<file path="config.mk">
export PLATFORM = sky130hd
export DESIGN_NAME = word_length_histogram
export DESIGN_NICKNAME = d
export VERILOG_FILES = /design/src/hw/rtl/wlh_pkg.sv /design/src/hw/rtl/word_length_histogram.sv
export SDC_FILE = /design/constraint.sdc
export NUM_CORES = 1
export LEC_CHECK = 0
export ABC_AREA = 1
export BUFFER_PORTS_ARGS = -buffer_cell sky130_fd_sc_hd__buf_4
export CORE_ASPECT_RATIO = 2
export CORE_MARGIN = 3
export CORE_UTILIZATION = 40
export CTS_CLUSTER_SIZE = 25
export DETAILED_ROUTE_END_ITERATION = 7
export GPL_TIMING_DRIVEN = 0
export HOLD_SLACK_MARGIN = 0.08
export PLACE_DENSITY = 0.6
export SLEW_MARGIN = 20
export SYNTH_ARGS = -nofsm -noshare
export SYNTH_HDL_FRONTEND = slang
export SYNTH_SLANG_ARGS = --single-unit
</file>
<file path="constraint.sdc">
create_clock -name clk -period 5.3 [get_ports clk]
set_input_delay 0.265 -clock clk [delete_from_list [all_inputs] [get_ports clk]]
set_output_delay 0.265 -clock clk [all_outputs]
set_load 0.1 [all_outputs]
</file>
<file path="src/hw/rtl/wlh_pkg.sv">
// Shared types and constants for the word length histogram block.
// Standalone package; used by word_length_histogram.
package wlh_pkg;

  localparam int NUM_BINS    = 16;
  localparam int COUNT_WIDTH = 20;
  localparam int LEN_W       = 7;
  localparam int BAR_W       = 7;
  localparam int CHAR_W      = 8;
  localparam int BIN_AW      = (NUM_BINS > 1) ? $clog2(NUM_BINS) : 1;
  localparam int NUM_W       = COUNT_WIDTH + BAR_W;
  localparam int STEP_W      = $clog2(BAR_W);

  localparam logic [LEN_W-1:0]       LEN_MAX   = {LEN_W{1'b1}};
  localparam logic [COUNT_WIDTH-1:0] COUNT_MAX = {COUNT_WIDTH{1'b1}};

  localparam logic [CHAR_W-1:0] CHAR_SPACE   = 8'h20;
  localparam logic [CHAR_W-1:0] CHAR_TAB     = 8'h09;
  localparam logic [CHAR_W-1:0] CHAR_NEWLINE = 8'h0A;

  localparam logic ACT_TEXT   = 1'b0;
  localparam logic ACT_REPORT = 1'b1;

  typedef struct packed {
    logic              action;
    logic [CHAR_W-1:0] char_code;
  } in_item_t;

  typedef struct packed {
    logic [LEN_W-1:0]       word_length;
    logic [COUNT_WIDTH-1:0] word_count;
    logic [BAR_W-1:0]       bar_length;
    logic [COUNT_WIDTH-1:0] overflow_words;
    logic                   last_bin;
  } out_item_t;

  function automatic logic [COUNT_WIDTH-1:0] sat_inc(input logic [COUNT_WIDTH-1:0] v);
    return (v == COUNT_MAX) ? COUNT_MAX : v + COUNT_WIDTH'(1);
  endfunction

endpackage

</file>
<file path="src/hw/rtl/word_length_histogram.sv">
// Word length histogram: top level with the bin memory and report sequencer.
// Depends on wlh_pkg for types, widths and character codes.
//
// Usage:
//   An item is taken at a rising edge where start is high and busy is low.
//   A text item (action 0) carries one byte; space, tab and newline end a
//   word, and the bin for the word length is incremented in a one-entry
//   read-modify-write of the bin memory. Text items can be taken in every
//   cycle while busy is low: two word ends always have a word byte between
//   them, so the write-back of one never meets the read of the next. Text
//   items give no result and never raise busy.
//   An end-of-text item (action 1) raises busy and starts the report. A
//   first pass reads all bins to find the largest count, a second pass
//   reads each bin again and divides count * max_bar_height by that peak
//   with a one-bit-a-cycle divider. Each result is shown for one cycle
//   with result_strobe, the last with last_bin set. All counters clear as
//   the last result is registered.
//   The receiver cannot stall; results must be taken when strobed.
//   Reset clears the bin valid flags, the overflow count and the word
//   tracker, and sets max_bar_height to 16. The register may be written
//   through cfg_wr_en / cfg_wr_data only while the block is idle.
module word_length_histogram
  import wlh_pkg::*;
(
  input  logic             clk,
  input  logic             rst,
  input  logic             start,
  input  in_item_t         cmd,
  output logic             busy,
  input  logic             cfg_wr_en,
  input  logic [BAR_W-1:0] cfg_wr_data,
  output logic             result_strobe,
  output out_item_t        result
);

  typedef enum logic [5:0] {
    S_IDLE   = 6'b000001,
    S_PK_RD  = 6'b000010,
    S_PK_ACC = 6'b000100,
    S_BIN_RD = 6'b001000,
    S_BIN_LD = 6'b010000,
    S_DIV    = 6'b100000
  } state_t;

  state_t state;

  logic [BAR_W-1:0]       max_bar_height;
  logic [COUNT_WIDTH-1:0] overflow_count;
  logic                   inside_word;
  logic [LEN_W-1:0]       current_length;

  // Bin memory with one valid flag per entry; an invalid entry reads as zero.
  logic [COUNT_WIDTH-1:0] mem [NUM_BINS];
  logic [NUM_BINS-1:0]    bin_valid;
  logic [COUNT_WIDTH-1:0] rd_data;
  logic                   rd_valid;
  logic                   rd_en;
  logic [BIN_AW-1:0]      rd_addr;
  logic                   wr_pend;
  logic [BIN_AW-1:0]      wr_addr;
  logic [COUNT_WIDTH-1:0] count_rd;

  logic [BIN_AW-1:0]      idx;
  logic [COUNT_WIDTH-1:0] peak;
  logic [COUNT_WIDTH-1:0] cur_cnt;
  logic [NUM_W-1:0]       num;
  logic [NUM_W-1:0]       dsh;
  logic [BAR_W-1:0]       quot;
  logic [STEP_W-1:0]      step;

  logic             accept;
  logic             is_sep;
  logic             word_end;
  logic             in_range;
  logic             div_ge;
  logic [BAR_W-1:0] quot_next;
  logic [BAR_W-1:0] bar;
  logic             idx_last;

  assign busy     = (state != S_IDLE);
  assign accept   = start && !busy;
  assign is_sep   = (cmd.char_code == CHAR_SPACE) || (cmd.char_code == CHAR_TAB) ||
                    (cmd.char_code == CHAR_NEWLINE);
  assign word_end = accept && (cmd.action == ACT_TEXT) && is_sep && inside_word;
  assign in_range = (current_length >= LEN_W'(1)) &&
                    (current_length <= LEN_W'(NUM_BINS));
  assign count_rd = rd_valid ? rd_data : '0;
  assign idx_last = (idx == BIN_AW'(NUM_BINS - 1));

  assign div_ge    = (num >= dsh);
  assign quot_next = {quot[BAR_W-2:0], div_ge};
  always_comb begin
    if (cur_cnt == '0) begin
      bar = '0;
    end else if (quot_next == '0) begin
      bar = BAR_W'(1);
    end else begin
      bar = quot_next;
    end
  end

  always_comb begin
    if (state == S_IDLE) begin
      rd_en   = word_end && in_range;
      rd_addr = BIN_AW'(current_length - LEN_W'(1));
    end else begin
      rd_en   = (state == S_PK_RD) || (state == S_BIN_RD);
      rd_addr = idx;
    end
  end

  always_ff @(posedge clk) begin
    if (wr_pend) begin
      mem[wr_addr] <= sat_inc(count_rd);
    end
    if (rd_en) begin
      rd_data  <= mem[rd_addr];
      rd_valid <= bin_valid[rd_addr];
    end
  end

  always_ff @(posedge clk) begin
    if (rst) begin
      bin_valid <= '0;
    end else if (state == S_DIV && step == '0 && idx_last) begin
      bin_valid <= '0;
    end else if (wr_pend) begin
      bin_valid[wr_addr] <= 1'b1;
    end
  end

  always_ff @(posedge clk) begin
    if (rst) begin
      max_bar_height <= BAR_W'(16);
    end else if (cfg_wr_en) begin
      max_bar_height <= cfg_wr_data;
    end
  end

  // Text path: track the open word, count words too long for a bin and schedule the bin update.
  always_ff @(posedge clk) begin
    if (rst) begin
      inside_word    <= 1'b0;
      current_length <= '0;
      wr_pend        <= 1'b0;
      overflow_count <= '0;
    end else begin
      wr_pend <= word_end && in_range;
      if (accept && cmd.action == ACT_REPORT) begin
        inside_word    <= 1'b0;
        current_length <= '0;
      end else if (accept) begin
        if (is_sep) begin
          if (inside_word) begin
            if (!in_range) begin
              overflow_count <= sat_inc(overflow_count);
            end
            inside_word    <= 1'b0;
            current_length <= '0;
          end
        end else begin
          inside_word <= 1'b1;
          if (current_length != LEN_MAX) begin
            current_length <= current_length + LEN_W'(1);
          end
        end
      end
      if (state == S_DIV && step == '0 && idx_last) begin
        overflow_count <= '0;
      end
    end
    if (rd_en && state == S_IDLE) begin
      wr_addr <= rd_addr;
    end
  end

  // Report sequencer: peak pass, then per-bin divide and emit.
  always_ff @(posedge clk) begin
    if (rst) begin
      state         <= S_IDLE;
      result_strobe <= 1'b0;
    end else begin
      result_strobe <= (state == S_DIV) && (step == '0);
      unique case (state)
        S_IDLE: begin
          if (accept && cmd.action == ACT_REPORT) begin
            state <= S_PK_RD;
          end
        end
        S_PK_RD: begin
          state <= S_PK_ACC;
        end
        S_PK_ACC: begin
          state <= idx_last ? S_BIN_RD : S_PK_RD;
        end
        S_BIN_RD: begin
          state <= S_BIN_LD;
        end
        S_BIN_LD: begin
          state <= S_DIV;
        end
        S_DIV: begin
          if (step == '0) begin
            state <= idx_last ? S_IDLE : S_BIN_RD;
          end
        end
        default: begin
          state <= S_IDLE;
        end
      endcase
    end
  end

  always_ff @(posedge clk) begin
    case (state)
      S_IDLE: begin
        idx  <= '0;
        peak <= '0;
      end
      S_PK_ACC: begin
        if (count_rd > peak) begin
          peak <= count_rd;
        end
        idx <= idx_last ? '0 : idx + BIN_AW'(1);
      end
      S_BIN_LD: begin
        cur_cnt <= count_rd;
        num     <= NUM_W'(count_rd) * NUM_W'(max_bar_height);
        dsh     <= {1'b0, peak, {(BAR_W - 1){1'b0}}};
        quot    <= '0;
        step    <= STEP_W'(BAR_W - 1);
      end
      S_DIV: begin
        if (div_ge) begin
          num <= num - dsh;
        end
        dsh  <= dsh >> 1;
        quot <= quot_next;
        if (step == '0) begin
          result.word_length    <= LEN_W'(idx) + LEN_W'(1);
          result.word_count     <= cur_cnt;
          result.bar_length     <= bar;
          result.overflow_words <= overflow_count;
          result.last_bin       <= idx_last;
          idx                   <= idx + BIN_AW'(1);
        end else begin
          step <= step - STEP_W'(1);
        end
      end
      default: begin
      end
    endcase
  end

`ifndef SYNTHESIS
  a_no_rw_clash: assert property (@(posedge clk) disable iff (rst)
    wr_pend |-> !(rd_en && rd_addr == wr_addr))
    else $error("bin read meets pending write-back");

  a_wr_after_accept: assert property (@(posedge clk) disable iff (rst)
    wr_pend |-> state == S_IDLE || state == S_PK_RD)
    else $error("bin write-back outside the text path");

  a_report_busy: assert property (@(posedge clk) disable iff (rst)
    accept && cmd.action == ACT_REPORT |=> busy)
    else $error("report item did not raise busy");

  a_last_idle: assert property (@(posedge clk) disable iff (rst)
    result_strobe && result.last_bin |-> !busy && bin_valid == '0)
    else $error("counters not cleared after the last result");

  a_strobe_single: assert property (@(posedge clk) disable iff (rst)
    result_strobe |=> !result_strobe)
    else $error("result strobe held for more than one cycle");
`endif

endmodule

</file>
==> flow_metrics.py <==
metrics = {
    "hold_path": {
        "hold_depth": 2,
        "worstHoldPathType": "input pin to register",
    },
    "placement": {
        "dpl.hpwl_um": 74400,
        "dp_cells": 4688,
        "gp_congestion": 0.990,
        "io_buffers": 73,
    },
    "setup_path": {
        "critical_path.endpoint": "num[23]",
        "critPathKind": "register to register",
        "cp_data_arrival_time_ns": 5.51,
        "endpoint_kind": "register",
        "r2r-end": "num[23]",
        "crit_top_cell": "nand2_1",
        "max_stage_delay_ns": 0.54,
        "path_depth": 22,
        "rrSetupSlack_ns": 0.15,
        "cp_max_fo": 10,
        "required_ns": 5.66,
        "critPathLaunchType": "register",
        "cp_top_family": "adder cells",
        "crit_chain": "buf_8, buf_4, nand2_4, clkinvlp_4, nand2_1, fa_1, inv_1, fa_1, fa_1, inv_1, fa_1, inv_1, ha_2, nand2_1, nor2_2, nand2_1, nor3_1, nand2_1, nand3_1, nand2_1, nand3_1, nand2_1",
        "cpMaxStageDelayCell": "fa_1",
        "critPathLaunch": "rd_valid",
        "worst-r2r-cell-count": 22,
        "r2r-start": "rd_valid",
        "critPathBufInv": 6,
    },
    "clocking": {
        "cts_root_buffer": "clkbuf_16",
        "cts_tree": "built",
        "clock_path_buffers": 3,
        "cts_made_buffers": 49,
        "clock_sinks": 562,
        "clkTransAtPathRegs_ns": 0.07,
        "h-tree-depth": 2,
        "clk_latency_ns": 0.63,
    },
    "yosys": {
        "yosysMostFrequentCell": "nand2_1",
        "synthTopCellsByArea": "edfxtp_1, nand2_1, inv_1",
        "ys_seq_elements": 562,
        "synth_area_per_cell_um2": 8.78,
        "netlist_instances": 3579,
        "synth_commonest_cells": "nand2_1, inv_1, edfxtp_1",
        "synth_ff_type": "edfxtp_1",
        "yosysTopAreaCell": "edfxtp_1",
        "synth-seq-area-share_pct": 51.8,
        "synth_warnings": 0,
        "synthDistinctLibCells": 45,
        "synthArstFlopShare_pct": 0,
        "synth_enable_flop_cells": 503,
        "syn_area_mm2": 0.0314,
        "synth_top_area_share_pct": 48.1,
    },
    "die": {
        "core_area_mm2": 0.0775,
        "dieArea_mm2": 0.0822,
        "start_util_pct": 40.6,
        "dieWidth_um": 204,
        "row_count": 144,
        "die_h_um": 402,
        "ios": 77,
    },
    "drt": {
        "avgViaCountPerCell": 5.04,
        "vias": 24200,
        "wirelength_um": 96000,
        "wire_per_inst_um": 20.0,
        "firstDrtPassIters": 5,
        "first_iter_violations": 1467,
        "ant_nets": 0,
        "drc": 0,
    },
    "layout": {
        "nFillCells": 7541,
        "num_antenna_cells": 0,
        "fin_nets": 3947,
        "area_delta_synth_final_pct": 13.5,
        "instances_no_fill": 4798,
        "drive_gt1_share_pct": 8.53,
    },
    "timing": {
        "setup_viol": 0,
        "final-hold-violation-count": 0,
        "worst_pin_slew_ns": 1.01,
        "period_minus_slack_ns": 5.15,
        "rsz0062_at_grt": "yes",
        "finalClockSkew_ns": 0.0311,
        "fin_crit_sh_pct": 97.1,
        "slew_headroom_pct": 32.2,
        "report.final.slew_viol_count": 0,
        "max_freq_mhz": 194,
    },
    "flow_run": {
        "cap_violations": 0,
    },
    "status": {
        "status": "completed",
    },
    "global_route": {
        "grt_max_degree": 40,
        "grtUsageTotal_pct": 23.2,
        "grt_pass1_wl_um": 143000,
        "grt_overflow": 0,
        "antenna_found_initial": 0,
        "grt_pass1_vias": 24600,
    },
    "pwr": {
        "p_per_area_mw_per_mm2": 369,
        "peakVddDrop_v": 0.000321,
        "p_leak_uw": 0.0159,
        "finalPower_uw": 13100,
    },
}
[power breakdown]
group | internal [uW] | total [uW] | switching [uW]
sequential | 5070 | 5130 | 56.4
clock | 1900 | 3620 | 1720
combinational | 1230 | 4400 | 3170
[layout by cell type (no fill, tap or decap), types with 5 or more instances in the layout]
cell and n:
dfxtp_1 53, ha_1 98, or2_2 11, nand2_4 6, clkbuf_16 49, nand2_1 894, nand3_1 440, dlygate4sd3_1 10
clkinv_1 6, clkinv_2 11, nor2_1 283, o21ai_0 70, clkbuf_1 57, nor2_4 19, buf_16 10, inv_1 695
clkinvlp_4 6, buf_1 9, dfxtp_2 6, edfxtp_1 503, xnor2_1 7, buf_4 92, clkinv_4 5, nor3_1 25
fa_1 90, nor2_2 7, o21bai_1 6, nor4_1 8, buf_2 37, a21oi_1 90, nand2_2 14, clkbuf_2 6
nand3b_1 38, nand4_1 31, xor2_1 20
[how the worst min path moves through the flow]
stage	from	to	slack [ns]
finish	rst	state[3]	0.21
global route	rst	state[2]	0.22
CTS	rst	state[3]	0.18
detailed placement	cur_cnt[17]	result[45]	0.44
global placement	cur_cnt[18]	result[46]	0.43
floorplan	cfg_wr_en	max_bar_height[4]	0.38
[cell families (layout without fill, tap and decap cells)]
kind of cell    Yosys count  in the layout  share of synthesized area [%]
simple gates           1794           1794                           24.5
fa+ha+maj               190            190                           9.72
buf+inv                 823           1019                           10.1
flops                   562            562                           51.8
xor+xnor                 27             27                          0.753
compound gates          182            182                           3.02
other cells               1              2                         0.0119
[what timing repair did]
| item | CTS | global route |
|---|---|---|
| hold buffers | 10 | 0 |
| setup endpoints to repair | 15 | 14 |
| gates resized for setup | 29 | 47 |
| setup buffers | 9 | 5 |
| hold endpoints to repair | 12 | 0 |
| pin swaps | 0 | 1 |
| gates cloned | 0 | 0 |
[metal layers]
layer	share of wire, %	GRT usage [%]
met2	54	45.3
met1	31	20.5
met5	0	0
met4	11	20.5
met3	3.5	2.17
[state kept, by name, indices dropped and copies added (netlist names), 6 cells and up]
name,count
bin_valid,16
quot,6
peak,20
dsh,26
max_bar_height,7
cur_cnt,20
num,27
current_length,7
overflow_count,20
result,52
rd_data,20
state,6
mem,320
[area by class of cell]
class | instances | area (um^2) | area share (%)
Clock inverter | 29 | 280 | 0.786
Inverter | 710 | 2710 | 7.59
Clock buffer | 61 | 1290 | 3.62
Multi-Input combinational cell | 2195 | 12200 | 34.2
Tap cell | 1022 | 1280 | 3.58
Timing Repair Buffer | 110 | 1080 | 3.03
Sequential cell | 562 | 16300 | 45.7
Buffer | 109 | 536 | 1.50
[stage by stage]
step	hold slack, ns	util [%]	setup slack (ns)	setup TNS (ns)	cell area (um^2)
global route	0.219	46.0	-0.00266	-0.00266	35700
detailed placement	0.436	43.5	-0.614	-4.31	33700
floorplan	0.379	-	0.659	0	31400
finish	0.210	46.0	0.154	0	35700
global placement	0.435	42.9	-0.596	-3.87	33300
CTS	0.179	45.8	0.00673	0	35500
No activity file was read; power rests on OpenSTA's default activity.
